--- src/rtl/cpt_pkg.sv ---
// Package for the cyclic prefix timing detector: constants, codes,
// payload structs and the multiply-accumulate schedule table.
// No dependencies.
`default_nettype none

package cpt_pkg;

    // Defaults for the top level parameters
    localparam int DEF_MAX_FFT_SIZE  = 1024;
    localparam int DEF_MAX_CP_LENGTH = 256;
    localparam int DEF_SAMPLE_WIDTH  = 16;
    localparam int DEF_OFFSET_WIDTH  = 16;

    // Fixed datapath widths
    localparam int SUM_W     = 64;               // running sums, modulo 2^64
    localparam int NORM_W    = 22;               // normalized magnitude width
    localparam int MUL_W     = NORM_W + 1;       // signed multiplier operand
    localparam int PROD_W    = 2 * MUL_W;
    localparam int DEN_W     = 2 * NORM_W;       // S^2
    localparam int NUM_SHIFT = 17;               // times 4 * 32768
    localparam int NUM_W     = DEN_W + NUM_SHIFT + 1;
    localparam int Q_W       = 19;               // quotient stays below 2^19
    localparam int STEP_W    = 5;
    localparam int MAC_STEPS = 16;
    localparam int SQ_STEPS  = 3;
    localparam int PADDR_W   = 4;

    localparam logic [15:0] ONE_Q15 = 16'h8000;

    // Register reset values
    localparam logic [10:0] RST_FFT_SIZE    = 11'd128;
    localparam logic [8:0]  RST_CP_LENGTH   = 9'd32;
    localparam logic [15:0] RST_THRESHOLD   = 16'd27853;
    localparam logic [15:0] RST_DROP_RATIO  = 16'd22938;

    typedef enum logic [1:0] {
        REG_FFT_SIZE,
        REG_CP_LENGTH,
        REG_THRESHOLD,
        REG_DROP_RATIO
    } t_reg_idx;

    typedef enum logic [1:0] {
        ACC_CORR_RE,
        ACC_CORR_IM,
        ACC_LATE,
        ACC_EARLY
    } t_acc_sel;

    // Which stored sample feeds a multiplier operand
    typedef enum logic [1:0] {
        OPD_A,      // lagged sample, entering the window
        OPD_B,      // lagged sample, leaving the window
        OPD_C,      // recent sample, leaving the window
        OPD_X       // new sample
    } t_opd;

    typedef enum logic [3:0] {
        ST_IDLE,
        ST_RD_A,
        ST_RD_B,
        ST_RD_C,
        ST_WR,
        ST_MAC,
        ST_POST,
        ST_SUM,
        ST_MAG,
        ST_CMP,
        ST_NORM,
        ST_SQ,
        ST_DIV,
        ST_SRCH0,
        ST_SRCH1,
        ST_OUT
    } t_state;

    typedef struct packed {
        logic signed [15:0] sample_i;
        logic signed [15:0] sample_q;
        logic               frame_start;
        logic               frame_end;
    } t_in_item;

    typedef struct packed {
        logic [15:0] metric;
        logic [15:0] window_offset;
        logic        search_done;
        logic        peak_found;
        logic [15:0] peak_offset;
    } t_out_item;

    typedef struct packed {
        t_opd     src_a;
        logic     a_q;
        t_opd     src_b;
        logic     b_q;
        t_acc_sel sel;
        logic     sub;
    } t_mac_op;

    // One product per step; the upper half removes the window's oldest terms
    function automatic t_mac_op mac_op(input logic [3:0] step);
        t_mac_op op;
        case (step)
            4'd0:    op = '{OPD_A, 1'b0, OPD_X, 1'b0, ACC_CORR_RE, 1'b0};
            4'd1:    op = '{OPD_A, 1'b1, OPD_X, 1'b1, ACC_CORR_RE, 1'b0};
            4'd2:    op = '{OPD_A, 1'b1, OPD_X, 1'b0, ACC_CORR_IM, 1'b0};
            4'd3:    op = '{OPD_A, 1'b0, OPD_X, 1'b1, ACC_CORR_IM, 1'b1};
            4'd4:    op = '{OPD_X, 1'b0, OPD_X, 1'b0, ACC_LATE,    1'b0};
            4'd5:    op = '{OPD_X, 1'b1, OPD_X, 1'b1, ACC_LATE,    1'b0};
            4'd6:    op = '{OPD_A, 1'b0, OPD_A, 1'b0, ACC_EARLY,   1'b0};
            4'd7:    op = '{OPD_A, 1'b1, OPD_A, 1'b1, ACC_EARLY,   1'b0};
            4'd8:    op = '{OPD_B, 1'b0, OPD_C, 1'b0, ACC_CORR_RE, 1'b1};
            4'd9:    op = '{OPD_B, 1'b1, OPD_C, 1'b1, ACC_CORR_RE, 1'b1};
            4'd10:   op = '{OPD_B, 1'b1, OPD_C, 1'b0, ACC_CORR_IM, 1'b1};
            4'd11:   op = '{OPD_B, 1'b0, OPD_C, 1'b1, ACC_CORR_IM, 1'b0};
            4'd12:   op = '{OPD_C, 1'b0, OPD_C, 1'b0, ACC_LATE,    1'b1};
            4'd13:   op = '{OPD_C, 1'b1, OPD_C, 1'b1, ACC_LATE,    1'b1};
            4'd14:   op = '{OPD_B, 1'b0, OPD_B, 1'b0, ACC_EARLY,   1'b1};
            default: op = '{OPD_B, 1'b1, OPD_B, 1'b1, ACC_EARLY,   1'b1};
        endcase
        return op;
    endfunction

endpackage

`default_nettype wire

--- src/rtl/cpt_div.sv ---
// Restoring divider, one quotient bit per cycle, for the metric quotient.
// Uses cpt_pkg for widths.
`default_nettype none

module cpt_div
    import cpt_pkg::*;
(
    input  logic             i_clk,
    input  logic             i_rst_n,
    input  logic             i_start,
    input  logic [NUM_W-1:0] i_num,
    input  logic [DEN_W-1:0] i_den,
    output logic             o_busy,
    output logic [Q_W-1:0]   o_q
);

    localparam int CNT_W = $clog2(Q_W + 1);

    logic [CNT_W-1:0] r_cnt;
    logic [NUM_W-1:0] r_rem;
    logic [NUM_W-1:0] r_dsh;
    logic             fits;

    assign fits   = (r_rem >= r_dsh);
    assign o_busy = (r_cnt != '0);

    always_ff @(posedge i_clk) begin
        if (!i_rst_n) begin
            r_cnt <= '0;
        end else if (i_start) begin
            r_cnt <= CNT_W'(Q_W);
        end else if (o_busy) begin
            r_cnt <= r_cnt - 1'b1;
        end
    end

    // Quotient is known to stay below 2^Q_W, so start at den << (Q_W-1)
    always_ff @(posedge i_clk) begin
        if (i_start) begin
            r_rem <= i_num;
            r_dsh <= NUM_W'(i_den) << (Q_W - 1);
            o_q   <= '0;
        end else if (o_busy) begin
            if (fits) begin
                r_rem <= r_rem - r_dsh;
            end
            r_dsh <= r_dsh >> 1;
            o_q   <= {o_q[Q_W-2:0], fits};
        end
    end

endmodule

`default_nettype wire

--- config.mk ---
export PLATFORM = sky130hd
export DESIGN_NAME = cpt_div
export DESIGN_NICKNAME = d
export VERILOG_FILES = /design/src/rtl/cpt_pkg.sv /design/src/rtl/cpt_div.sv
export SDC_FILE = /design/constraint.sdc
export NUM_CORES = 1
export LEC_CHECK = 0
export BUFFER_PORTS_ARGS = -buffer_cell sky130_fd_sc_hd__buf_2
export CORE_ASPECT_RATIO = 0.9
export CORE_UTILIZATION = 50
export DETAILED_ROUTE_END_ITERATION = 8
export PLACE_DENSITY = 0.75
export SYNTH_ARGS = -nofsm -noshare
export SYNTH_HDL_FRONTEND = slang
export SYNTH_SLANG_ARGS = --single-unit
--- constraint.sdc ---
create_clock -name i_clk -period 7.7 [get_ports i_clk]
set_clock_uncertainty 0.15 [all_clocks]
set_input_delay 1.925 -clock i_clk [delete_from_list [all_inputs] [get_ports i_clk]]
set_output_delay 1.925 -clock i_clk [all_outputs]
set_load 0.05 [all_outputs]
* Word-level counts from Yosys, hierarchy flattened *
Index checks and enable logic that the tools add are counted.

word-level totals
  input bits = 109
  word-level logic and storage cells = 22
  output and inout bits = 20
  bits in registers = 148

operators by class
  order comparisons = 1
  multiplexer cells = 7
  $add $sub $neg = 2
  reduce and logical (&&, ||, !) cells = 5
  bitwise logic cells = 1

operators with widths
  cell                   count
  $mux W62               5
  $ge A62 B62 Y1         1
  $sub A62 B62 Y62       1
  $mux W5                2
  $reduce_bool A5 Y1     1
  $sub A5 B1 Y5 const B  1
  $reduce_bool A2 Y1     2
  $reduce_and A2 Y1      1
  $reduce_or A2 Y1       1
  $not A1 Y1             1

* Logic depth before layout (Yosys ltp) *
  word-level depth = 4
  depth in mapped cells = 13

* Worst setup path before layout *
OpenSTA, ideal clock, no wires.

  path kind = register -> register
  from = register r_rem[0]
  to = register r_rem[0], enable pin
  setup time = 0.568 ns
  path buffers = 0
  period minus slack after synthesis = 7.643 ns
  setup slack = 0.057 ns
  cell stages (with the launch flop) = 14
  data arrival time = 6.926 ns
  path through = edfxtp_1 -> inv_1 -> ha_1 -> fa_1 -> nor2b_1 -> o31ai_1 -> a21oi_1 -> o21ai_0 -> o21a_2 -> o41ai_4 -> o21bai_2 -> o31ai_4 -> a31oi_1 -> o21ai_0

between the ends
  cells in the longest elaborated chain, start to end = 3

ends and longest elaborated chain
  element                              RTL line       RTL
  start, declared                      cpt_div.sv:20  logic [NUM_W-1:0] r_rem;
  start signal, assigned               cpt_div.sv:40  r_rem <= i_num;
  start signal, assigned               cpt_div.sv:45  r_rem <= r_rem - r_dsh;
  $ge A62 B62 Y1                       cpt_div.sv:24  assign fits = (r_rem >= r_dsh);
  $reduce_bool A2 Y1 (no source line)  -
  $reduce_and A2 Y1 (no source line)   -

No other way between the ends.
A chain may end at the register's enable or synchronous reset.

* Final worst setup path *
  from = register r_rem[0]
  to = register r_rem[49], enable pin

The elaborated chain is that of the path after synthesis.

==> metrics.cfg <==
[power_and_ir_drop]
p_clk_share_pct = 18.1
power_density_nw_per_um2 = 418
vdd_drop_max_uv = 188
p_int_mw = 2.63
p_seq_share_pct = 26.6
p_sw_share_pct = 44.0
switchingPower_mw = 2.06
comb_power_share_pct = 55.2
p_leak_nw = 4.69

[drt]
drtPass1Iterations = 5
num_vias = 8686
ant_nets = 0
drt-total-wl_um = 24600
post-route-drc-count = 0
avgViaCountPerCell = 5.76
dr.first_iter.drc_count = 794
avgRoutedWirePerCell_um = 16.3

[clock_network]
cts_resized = 0
cts_max_path_buffers = 2
post_cts_buffers = 0
worstSkewPairLatency_ns = 0.44
numClockSinks = 148
clkTransAtPathRegs_ns = 0.07
cts_buffers = 17
cts_hold_buffers = 0
htree_levels = 4
cts_root_buf = clkbuf_16
tritoncts = yes

[yosys]
synth_nets = 1338
synthCells = 1164
ys_seq_area_share_pct = 40.7
synthDistinctLibCells = 64
ys_async_sr_fraction_pct = 0
synth_flop_cell = edfxtp_1
synth_seq_cells = 148
syn_area_um2 = 9880
synth_area_per_cell_um2 = 8.49
synth_edf_count = 106
yosysWarnings = 0

[timing]
tightest_slew_ns = 1.14
hold_viol = 0
clock.fmax_mhz = 202
relSlewSlack_pct = 23.6
setup-tns-final_ns = 0
fin_crit_sh_pct = 64.3
rsz0062_at_grt = false
drv_slew = 0
setup_viol = 0
period_needed_ns = 4.95

[run_status]
status = finished, final reports clean

[finish]
area_growth_pct = 13.5
nNetsFinal = 1418
layout_commonest_cell = nand2_1
layout-drive-gt1-share_pct = 14.5
final_cell_area_um2 = 11200
mostFrequentLayoutCells = 235 x nand2_1, 127 x buf_2, 118 x a21oi_1
antenna_cells = 0
final_core_util_pct = 58.2

[setup_path]
cp-end-kind = flop
path_buf_inv = 2
arrival_ns = 4.88
cp_cell_sequence = inv_1 > ha_1 > fa_1 > nor2b_1 > o31ai_1 > a21oi_1 > o21ai_0 > o21a_2 > o41ai_4 > o21bai_2 > o31ai_4 > a31oi_1 > o21ai_4 > buf_4
crit_fanout = 32
worstPathRequired_ns = 7.63
crit_type = reg -> reg
cp_top_family = compound AO/OA/AOI/OAI gates
max_stage_delay_ns = 0.87
reg2reg_depth = 14
cpMaxStageDelayCell = o21ai_4
regToRegStartpoint = r_rem[0]
ff2ff_setup_slack_ns = 2.75
r2r_end = r_rem[49]
cp-start-kind = flop

[global_routing]
met2_usage_pct = 39.6
grt_pass1_vias = 8182
grt_pass1_wl_um = 40100
grt_overflow = 0
met3_usage_pct = 4.92
top_usage_layer = met2
antenna_found_initial = 0
grt_max_degree = 97
grt_util_all_layers_pct = 25.1
gr-usage-met1_pct = 34.5

[die]
core_area_um2 = 19300
die_area_um2 = 20300
num_rows = 48
die_y_um = 135
start_util_pct = 51.2
fp.dieW_um = 150
io_pins = 129

[job]
drv_cap = 0

[hold_path]
holdPathEnd = o_q[18]
min_from = o_q[18]
worstHoldPathType = reg -> reg
min_path_cells = 2

[placed_design]
place_area_um2 = 10600
place_hpwl_um = 17700
gp_congestion = 0.899
port_buffers = 128

==> registers in the layout (all words and copies together), names as in the netlist <==
register	cells
o_q	19
r_dsh	62
r_cnt	5
r_rem	62
==> worst reg2reg max path, stage by stage (launching register included) <==
cell and delay (ns):
edfxtp_1 0.33, inv_1 0.04, ha_1 0.21, fa_1 0.41, nor2b_1 0.17, o31ai_1 0.12, a21oi_1 0.22, o21ai_0 0.24
o21a_2 0.31, o41ai_4 0.32, o21bai_2 0.18, o31ai_4 0.22, a31oi_1 0.20, o21ai_4 0.87, buf_4 0.59
==> final cells by class <==
type | instances | area, um^2
tap | 250 | 313
clock buffer | 19 | 475
inverter | 80 | 300
fill | 1725 | 8070
multi-input combinational | 865 | 5300
clock inverter | 13 | 128
sequential | 148 | 4020
timing repair buffer | 132 | 677
==> kinds of logic after synthesis <==
kind of cell	share of synthesized area, %
XOR/XNOR	4.79
buffers and inverters	5.86
multiplexers	0.633
adder cells (fa/ha/maj)	8.31
flip-flops	40.7
AND/OR/NAND/NOR	16.3
AO/OA/AOI/OAI	23.4
==> stage by stage <==
step,hold slack [ns],setup WS (ns),total power [mW],cells
floorplan,0.286,0.0566,3.24,1164
global placement,0.290,2.93,3.73,1475
detailed placement,0.298,2.78,3.79,1475
CTS,0.308,2.75,4.66,1507
global route,0.335,2.42,5.02,1507
finish,0.307,2.75,4.69,1507
==> power groups by stage <==
stage               Combinational, mW  Clock [mW]  Sequential [mW]
finish                           2.59       0.851             1.25
global route                     2.86       0.889             1.27
CTS                              2.55       0.860             1.25
detailed placement               2.52           0             1.27
global placement                 2.48           0             1.25
floorplan                        1.97           0             1.27
==> synthesized netlist by cell type (3+ instances only) <==
cell	n	area share (%)
o21a_1	5	0.38
nand2b_1	6	0.38
clkbuf_2	4	0.20
and4_1	3	0.27
ha_1	64	8.1
o21ai_0	89	4.5
o21bai_1	17	1.3
edfxtp_1	106	32
nor2_1	44	1.7
o31ai_1	51	3.9
xnor2_1	33	2.9
nor3_1	15	0.76
o221ai_1	4	0.35
inv_1	79	3.0
a21o_1	34	2.6
or3_1	6	0.38
dfxtp_1	42	8.5
nand3_1	13	0.66
a31oi_1	5	0.32
and2_1	4	0.25
buf_2	6	0.30
a21boi_0	3	0.23
a21oi_1	118	6.0
a41oi_1	3	0.27
a211oi_1	5	0.38
nor2b_1	7	0.44
o21ai_1	6	0.30
nand2_1	236	9.0
xor2_1	21	1.9
nand4_1	24	1.5
and3_1	4	0.25
clkbuf_1	60	2.3
mux2i_1	4	0.41
==> worst max-delay path by stage <==
stage                         from   endpoint  slack, ns  depth (start not counted)
after floorplan           r_rem[0]   r_rem[0]       0.06                         13
after global placement    r_rem[0]  r_rem[45]       2.93                         14
after detailed placement  r_rem[0]  r_rem[45]       2.78                         14
after CTS                 r_rem[0]  r_rem[18]       2.75                         14
after global routing      r_rem[0]  r_rem[18]       2.42                         14
final                     r_rem[0]  r_rem[49]       2.75                         14
==> routing by layer <==
metal	vias to the layer above	part of all wire, %
met5	-	0
met4	0	1.7
met3	32	6.1
met2	307	45
met1	4030	47
li1	4317	-
(Power assumes the default switching activity.)
