File: config.mk
export PLATFORM = sky130hd
export DESIGN_NAME = cpt_mul
export DESIGN_NICKNAME = d
export VERILOG_FILES = /design/src/rtl/cpt_pkg.sv /design/src/rtl/cpt_mul.sv
export SDC_FILE = /design/constraint.sdc
export NUM_CORES = 2
export LEC_CHECK = 0
export BUFFER_PORTS_ARGS = -buffer_cell sky130_fd_sc_hd__buf_2
export CORE_MARGIN = 2
export CORE_UTILIZATION = 45
export CTS_CLUSTER_SIZE = 28
export DETAILED_ROUTE_END_ITERATION = 6
export SKIP_CTS_REPAIR_TIMING = 1
export SLEW_MARGIN = 20
export SYNTH_ARGS = -nofsm -noshare
export SYNTH_HDL_FRONTEND = slang
export SYNTH_SLANG_ARGS = --single-unit
export TNS_END_PERCENT = 50
File: constraint.sdc
create_clock -name i_clk -period 10.8 [get_ports i_clk]
set_input_delay 1.62 -clock i_clk [delete_from_list [all_inputs] [get_ports i_clk]]
set_output_delay 1.62 -clock i_clk [all_outputs]
set_load 0.05 [all_outputs]
File: src/rtl/cpt_pkg.sv
// Package for the cyclic prefix timing detector: constants, codes,
// payload structs and the multiply-accumulate schedule table.
// No dependencies.
`default_nettype none

package cpt_pkg;

    // Defaults for the top level parameters
    localparam int DEF_MAX_FFT_SIZE  = 1024;
    localparam int DEF_MAX_CP_LENGTH = 256;
    localparam int DEF_SAMPLE_WIDTH  = 16;
    localparam int DEF_OFFSET_WIDTH  = 16;

    // Fixed datapath widths
    localparam int SUM_W     = 64;               // running sums, modulo 2^64
    localparam int NORM_W    = 22;               // normalized magnitude width
    localparam int MUL_W     = NORM_W + 1;       // signed multiplier operand
    localparam int PROD_W    = 2 * MUL_W;
    localparam int DEN_W     = 2 * NORM_W;       // S^2
    localparam int NUM_SHIFT = 17;               // times 4 * 32768
    localparam int NUM_W     = DEN_W + NUM_SHIFT + 1;
    localparam int Q_W       = 19;               // quotient stays below 2^19
    localparam int STEP_W    = 5;
    localparam int MAC_STEPS = 16;
    localparam int SQ_STEPS  = 3;
    localparam int PADDR_W   = 4;

    localparam logic [15:0] ONE_Q15 = 16'h8000;

    // Register reset values
    localparam logic [10:0] RST_FFT_SIZE    = 11'd128;
    localparam logic [8:0]  RST_CP_LENGTH   = 9'd32;
    localparam logic [15:0] RST_THRESHOLD   = 16'd27853;
    localparam logic [15:0] RST_DROP_RATIO  = 16'd22938;

    typedef enum logic [1:0] {
        REG_FFT_SIZE,
        REG_CP_LENGTH,
        REG_THRESHOLD,
        REG_DROP_RATIO
    } t_reg_idx;

    typedef enum logic [1:0] {
        ACC_CORR_RE,
        ACC_CORR_IM,
        ACC_LATE,
        ACC_EARLY
    } t_acc_sel;

    // Which stored sample feeds a multiplier operand
    typedef enum logic [1:0] {
        OPD_A,      // lagged sample, entering the window
        OPD_B,      // lagged sample, leaving the window
        OPD_C,      // recent sample, leaving the window
        OPD_X       // new sample
    } t_opd;

    typedef enum logic [3:0] {
        ST_IDLE,
        ST_RD_A,
        ST_RD_B,
        ST_RD_C,
        ST_WR,
        ST_MAC,
        ST_POST,
        ST_SUM,
        ST_MAG,
        ST_CMP,
        ST_NORM,
        ST_SQ,
        ST_DIV,
        ST_SRCH0,
        ST_SRCH1,
        ST_OUT
    } t_state;

    typedef struct packed {
        logic signed [15:0] sample_i;
        logic signed [15:0] sample_q;
        logic               frame_start;
        logic               frame_end;
    } t_in_item;

    typedef struct packed {
        logic [15:0] metric;
        logic [15:0] window_offset;
        logic        search_done;
        logic        peak_found;
        logic [15:0] peak_offset;
    } t_out_item;

    typedef struct packed {
        t_opd     src_a;
        logic     a_q;
        t_opd     src_b;
        logic     b_q;
        t_acc_sel sel;
        logic     sub;
    } t_mac_op;

    // One product per step; the upper half removes the window's oldest terms
    function automatic t_mac_op mac_op(input logic [3:0] step);
        t_mac_op op;
        case (step)
            4'd0:    op = '{OPD_A, 1'b0, OPD_X, 1'b0, ACC_CORR_RE, 1'b0};
            4'd1:    op = '{OPD_A, 1'b1, OPD_X, 1'b1, ACC_CORR_RE, 1'b0};
            4'd2:    op = '{OPD_A, 1'b1, OPD_X, 1'b0, ACC_CORR_IM, 1'b0};
            4'd3:    op = '{OPD_A, 1'b0, OPD_X, 1'b1, ACC_CORR_IM, 1'b1};
            4'd4:    op = '{OPD_X, 1'b0, OPD_X, 1'b0, ACC_LATE,    1'b0};
            4'd5:    op = '{OPD_X, 1'b1, OPD_X, 1'b1, ACC_LATE,    1'b0};
            4'd6:    op = '{OPD_A, 1'b0, OPD_A, 1'b0, ACC_EARLY,   1'b0};
            4'd7:    op = '{OPD_A, 1'b1, OPD_A, 1'b1, ACC_EARLY,   1'b0};
            4'd8:    op = '{OPD_B, 1'b0, OPD_C, 1'b0, ACC_CORR_RE, 1'b1};
            4'd9:    op = '{OPD_B, 1'b1, OPD_C, 1'b1, ACC_CORR_RE, 1'b1};
            4'd10:   op = '{OPD_B, 1'b1, OPD_C, 1'b0, ACC_CORR_IM, 1'b1};
            4'd11:   op = '{OPD_B, 1'b0, OPD_C, 1'b1, ACC_CORR_IM, 1'b0};
            4'd12:   op = '{OPD_C, 1'b0, OPD_C, 1'b0, ACC_LATE,    1'b1};
            4'd13:   op = '{OPD_C, 1'b1, OPD_C, 1'b1, ACC_LATE,    1'b1};
            4'd14:   op = '{OPD_B, 1'b0, OPD_B, 1'b0, ACC_EARLY,   1'b1};
            default: op = '{OPD_B, 1'b1, OPD_B, 1'b1, ACC_EARLY,   1'b1};
        endcase
        return op;
    endfunction

endpackage

`default_nettype wire

File: src/rtl/cpt_mul.sv
// Shared signed multiplier with a registered product.
// Uses cpt_pkg for widths.
`default_nettype none

module cpt_mul
    import cpt_pkg::*;
(
    input  logic                     i_clk,
    input  logic signed [MUL_W-1:0]  i_a,
    input  logic signed [MUL_W-1:0]  i_b,
    output logic signed [PROD_W-1:0] o_p
);

    always_ff @(posedge i_clk) begin
        o_p <= i_a * i_b;
    end

endmodule

`default_nettype wire

Yosys cells after proc, flatten, opt, wreduce, memory -nomap -nowiden
Cells that the tools add are included.
{"block": "word_totals", "ff_bits": 46, "latch_bits": 0, "ram_bits": 0, "rom_bits": 0, "out_inout_bits": 46, "mem_count": 0}
{"block": "classes", "n_addsub": 0, "n_mul": 1, "n_div": 0, "n_lt_le_gt_ge": 0, "n_eq_ne": 0, "shift": 0, "muxes": 0, "bitwise_logic": 0, "reduce_logical": 0}
{"operator": "23-bit by 23-bit multiplier with 46-bit output", "n": 1}

Longest topological paths before layout
{"block": "logic_depth", "ltp_word": 1, "depth_mapped": 27, "depth_no_buf": 25}

Least setup slack after synthesis
OpenSTA, ideal clock, no wires.
{"block": "synth_timing", "path_kind": "input port to flip-flop", "startpoint": "in i_a[22]", "endpoint": "reg o_p[43]", "setup_ns": 0.072, "arrival_time_ns": 7.924, "required_ns": 10.728, "slack_ns": 2.804, "stages": 20, "n_path_buf": 2, "path_cell_list": "clkbuf_1 nand2_1 inv_1 fa_1 fa_1 inv_1 fa_1 inv_1 fa_1 fa_1 fa_1 fa_1 ha_1 clkdlybuf4s25_1 a21oi_1 or3b_2 o21ai_1 o21ai_1 o21ai_1 xnor2_1"}
{"block": "synth_via", "elab_chain_cells": 1}
{"item": "start: declaration", "line_no": "cpt_mul.sv:9", "rtl": "input logic signed [MUL_W-1:0] i_a,"}
{"item": "23-bit by 23-bit multiplier with 46-bit output", "line_no": "cpt_mul.sv:15", "rtl": "o_p <= i_a * i_b;"}
{"item": "end signal: assignment", "line_no": "cpt_mul.sv:15"}
{"item": "end: declaration", "line_no": "cpt_mul.sv:11", "rtl": "output logic signed [PROD_W-1:0] o_p"}
Every way passes these cells.

Worst setup path after layout
{"block": "layout_timing", "startpoint": "in i_b[2]", "endpoint": "reg o_p[44]"}
{"block": "layout_via", "elab_chain_cells": 1}
{"item": "start: declaration", "line_no": "cpt_mul.sv:10", "rtl": "input logic signed [MUL_W-1:0] i_b,"}
{"item": "23-bit by 23-bit multiplier with 46-bit output", "line_no": "cpt_mul.sv:15"}
Every way passes these cells.

==> impl_metrics.csv <==
group,metric,value,unit
global_routing,gr-usage-met2,41.2,%
global_routing,global_route.usage.met1,30.6,%
sta,setup-tns-final,0,ps
global_routing,grtUsageMet3,2.91,%
critical_path,worst-setup-path-type,"input port to flip-flop",
sta,achievable-frequency,117,MHz
hold_path,holdCritStartpoint,"i_b[0]",
layout,post_layout_nets,2961,
global_routing,track_usage,23.7,%
flow_run,max-cap-violations,0,
synth,number_of_enable_flip_flop_cells_after_synthesis,0,
synth,syn-instance-count,2219,
synth,ys_async_sr_fraction,0,%
critical_path,cp.arrival,8800,ps
clock_network,cts-root-to-sink-buffers,2,
placed_design,hpwl,42400,um
sta,max-slew-margin-rel,52.6,%
sta,worst_pin_slew,711,ps
detailed_routing,ant_nets,0,
placed_design,finalWeightedCongestion,0.855,
layout,reg.largest.list,"o_p x46",
detailed_routing,post_drt_via_cell_ratio,5.02,
synth,synth_seq_cells,46,
sta,slew_violations,0,
global_routing,grt_antenna_before_repair,3,
synth,ys_types,55,
layout,seqCellArea,921,sq um
layout,syn_to_final_growth,4.86,%
critical_path,end_kind,"flip-flop",
die,dieWidth,218,um
die,std_cell_rows,78,
clock_network,tritoncts_num_sinks,46,
synth,yosys_warns,0,
critical_path,required,11060,ps
placed_design,place.port_buffers,92,
clock_network,ctsHtreeMaxLevel,2,
sta,timing.final.setup_violations,0,
global_routing,grt_most_used_layer,"met2",
synth,synth.yosys.seq_area_share,4.45,%
detailed_routing,1st_iter_drt_viols,704,
sta,min_period,8540,ps
global_routing,grt_start_max_net_pins,24,
synth,yosys_most_used_dff,"sky130_fd_sc_hd__dfxtp_1",
hold_path,holdPathStages,2,
synth,synth.avg_cell_area,9.32,sq um
layout,layout-drive-gt1-share,5.12,%
hold_path,terminating_pin_of_the_worst_hold_path,"o_p[0]$_DFF_P_",
clock_network,root_buffer,"sky130_fd_sc_hd__clkbuf_16",
synth,mappedNetlistNets,2956,
synth,synthesis.area,20700,sq um
layout,largest_reg_flops,46,
clock_network,cts_tree,"built",
die,num_io_pins,93,
sta,final.period_utilization,79.1,%
sta,final-hold-violation-count,0,
layout,max_flop_register,"o_p",
detailed_routing,route.detailed.wl_per_inst,18.4,um
sta,fin_worst_hold_slack,1810,ps
clock_network,clk_pin_slew,80,ps
critical_path,crit_path_start_kind,"input port",
detailed_routing,drcViolationCount,0,
detailed_routing,vias,14168,
global_routing,overflow,0,
die,starting_density,45.6,%
die,core_region_area,45400,sq um
layout,multi_input_comb_area,17100,sq um
detailed_routing,dr.pass1.iters,5,
layout,fillerInstances,4391,
clock_network,cts_made_buffers,5,
run_status,run_status,"complete, no violations",
hold_path,hold_class,"input port to flip-flop",
critical_path,crit_path_max_fanout,23,
sta,setup_repair_after_global_routing_missed_its_margin,"no",
layout,antenna_cells,0,
global_routing,first_global_vias,16123,
sta,final_critical_path_setup_slack,2260,ps
die,floorplan_die_height,218,um
placed_design,pre_cts_ws,1740,ps
global_routing,grt_pass1_wl,86600,um
detailed_routing,drt-total-wl,52000,um
die,dieArea,47700,sq um
## cell usage after synthesis, types with 2 or more instances
cell type	number	share of area [%]
sky130_fd_sc_hd__a211oi_1	2	0.073
sky130_fd_sc_hd__a21o_1	25	0.91
sky130_fd_sc_hd__a21oi_1	44	1.1
sky130_fd_sc_hd__a31oi_1	6	0.18
sky130_fd_sc_hd__and2_1	242	7.3
sky130_fd_sc_hd__clkbuf_1	92	1.7
sky130_fd_sc_hd__dfxtp_1	46	4.5
sky130_fd_sc_hd__fa_1	565	55
sky130_fd_sc_hd__ha_1	125	7.6
sky130_fd_sc_hd__inv_1	603	11
sky130_fd_sc_hd__nand2_1	288	5.2
sky130_fd_sc_hd__nand2b_1	16	0.48
sky130_fd_sc_hd__nand3_1	7	0.17
sky130_fd_sc_hd__nand4_1	4	0.12
sky130_fd_sc_hd__nor2_1	28	0.51
sky130_fd_sc_hd__nor2b_1	3	0.091
sky130_fd_sc_hd__nor3_1	5	0.12
sky130_fd_sc_hd__o211ai_1	3	0.11
sky130_fd_sc_hd__o21a_1	3	0.11
sky130_fd_sc_hd__o21ai_0	18	0.44
sky130_fd_sc_hd__o21ai_1	4	0.097
sky130_fd_sc_hd__o21ai_2	2	0.085
sky130_fd_sc_hd__o21bai_1	5	0.18
sky130_fd_sc_hd__o31ai_1	2	0.073
sky130_fd_sc_hd__xnor2_1	39	1.7
sky130_fd_sc_hd__xor2_1	13	0.55
## metal layers
layer	routed length, um	part of all wire [%]
met1	21100	41
met2	27000	52
met3	2330	4.5
met4	1600	3.1
met5	11	0.021
## through the flow
stage,instances,instance area [sq um],util (%)
6_report,2825,21700,47.8
5_1_grt,2825,21700,47.8
4_1_cts,2825,21700,47.8
3_5_place_dp,2817,21500,47.5
3_3_place_gp,2817,21500,47.5
2_1_floorplan,2219,20700,-
## worst max-delay path by stage
stage | slack (ps) | start | end | cells after the start
3_5_place_dp | 1740 | i_b[2] | o_p[44]$_DFF_P_ | 21
6_report | 2260 | i_b[2] | o_p[44]$_DFF_P_ | 21
3_3_place_gp | 1790 | i_b[2] | o_p[44]$_DFF_P_ | 21
5_1_grt | 1840 | i_a[13] | o_p[45]$_DFF_P_ | 26
4_1_cts | 2070 | i_b[2] | o_p[44]$_DFF_P_ | 21
2_1_floorplan | 2800 | i_a[22] | o_p[43]$_DFF_P_ | 20
## cell type report
| type | count | area share [%] |
|---|---|---|
| clock buffers | 5 | 0.577 |
| clock inverters | 3 | 0.110 |
| inverters | 604 | 10.5 |
| repair buffers | 94 | 2.19 |
| well taps | 600 | 3.46 |
| multi-input cells | 1473 | 79.0 |
| flip-flops and latches | 46 | 4.25 |
## critical path: stages
cell and delay [ps]:
sky130_fd_sc_hd__buf_2 410, sky130_fd_sc_hd__nand2_1 170, sky130_fd_sc_hd__inv_1 160, sky130_fd_sc_hd__fa_1 500, sky130_fd_sc_hd__fa_2 660, sky130_fd_sc_hd__inv_1 200, sky130_fd_sc_hd__fa_1 790, sky130_fd_sc_hd__inv_1 260
sky130_fd_sc_hd__fa_1 510, sky130_fd_sc_hd__fa_1 580, sky130_fd_sc_hd__fa_1 440, sky130_fd_sc_hd__fa_1 450, sky130_fd_sc_hd__ha_1 390, sky130_fd_sc_hd__a21o_1 230, sky130_fd_sc_hd__a21oi_1 350, sky130_fd_sc_hd__nor2_1 70
sky130_fd_sc_hd__a21oi_1 150, sky130_fd_sc_hd__o41a_1 320, sky130_fd_sc_hd__o21ai_1 150, sky130_fd_sc_hd__a31oi_1 220, sky130_fd_sc_hd__xnor2_1 140
## logic make-up after synthesis
group	synth area share [%]
xor gates and xnor gates	2.20
and+or+nand+nor	14.4
adders and majority gates	62.3
DFF	4.45
AOI/OAI and AO/OA	3.93
buffers and inverters	12.8
## layout by cell type, fill, tap and decap left out, types with 6 or more instances in the layout
master,n
sky130_fd_sc_hd__ha_1,125
sky130_fd_sc_hd__o21ai_0,18
sky130_fd_sc_hd__xnor2_1,39
sky130_fd_sc_hd__a31oi_1,6
sky130_fd_sc_hd__xor2_1,13
sky130_fd_sc_hd__fa_1,564
sky130_fd_sc_hd__a21oi_1,44
sky130_fd_sc_hd__buf_2,92
sky130_fd_sc_hd__nand2b_1,16
sky130_fd_sc_hd__dfxtp_1,46
sky130_fd_sc_hd__inv_1,603
sky130_fd_sc_hd__and2_1,242
sky130_fd_sc_hd__nand2_1,288
sky130_fd_sc_hd__nor2_1,28
sky130_fd_sc_hd__a21o_1,25
sky130_fd_sc_hd__nand3_1,7
Power is left out: the tool's default activity adds up to more than one toggle a clock period on the data nets, which glitch-free logic cannot reach.
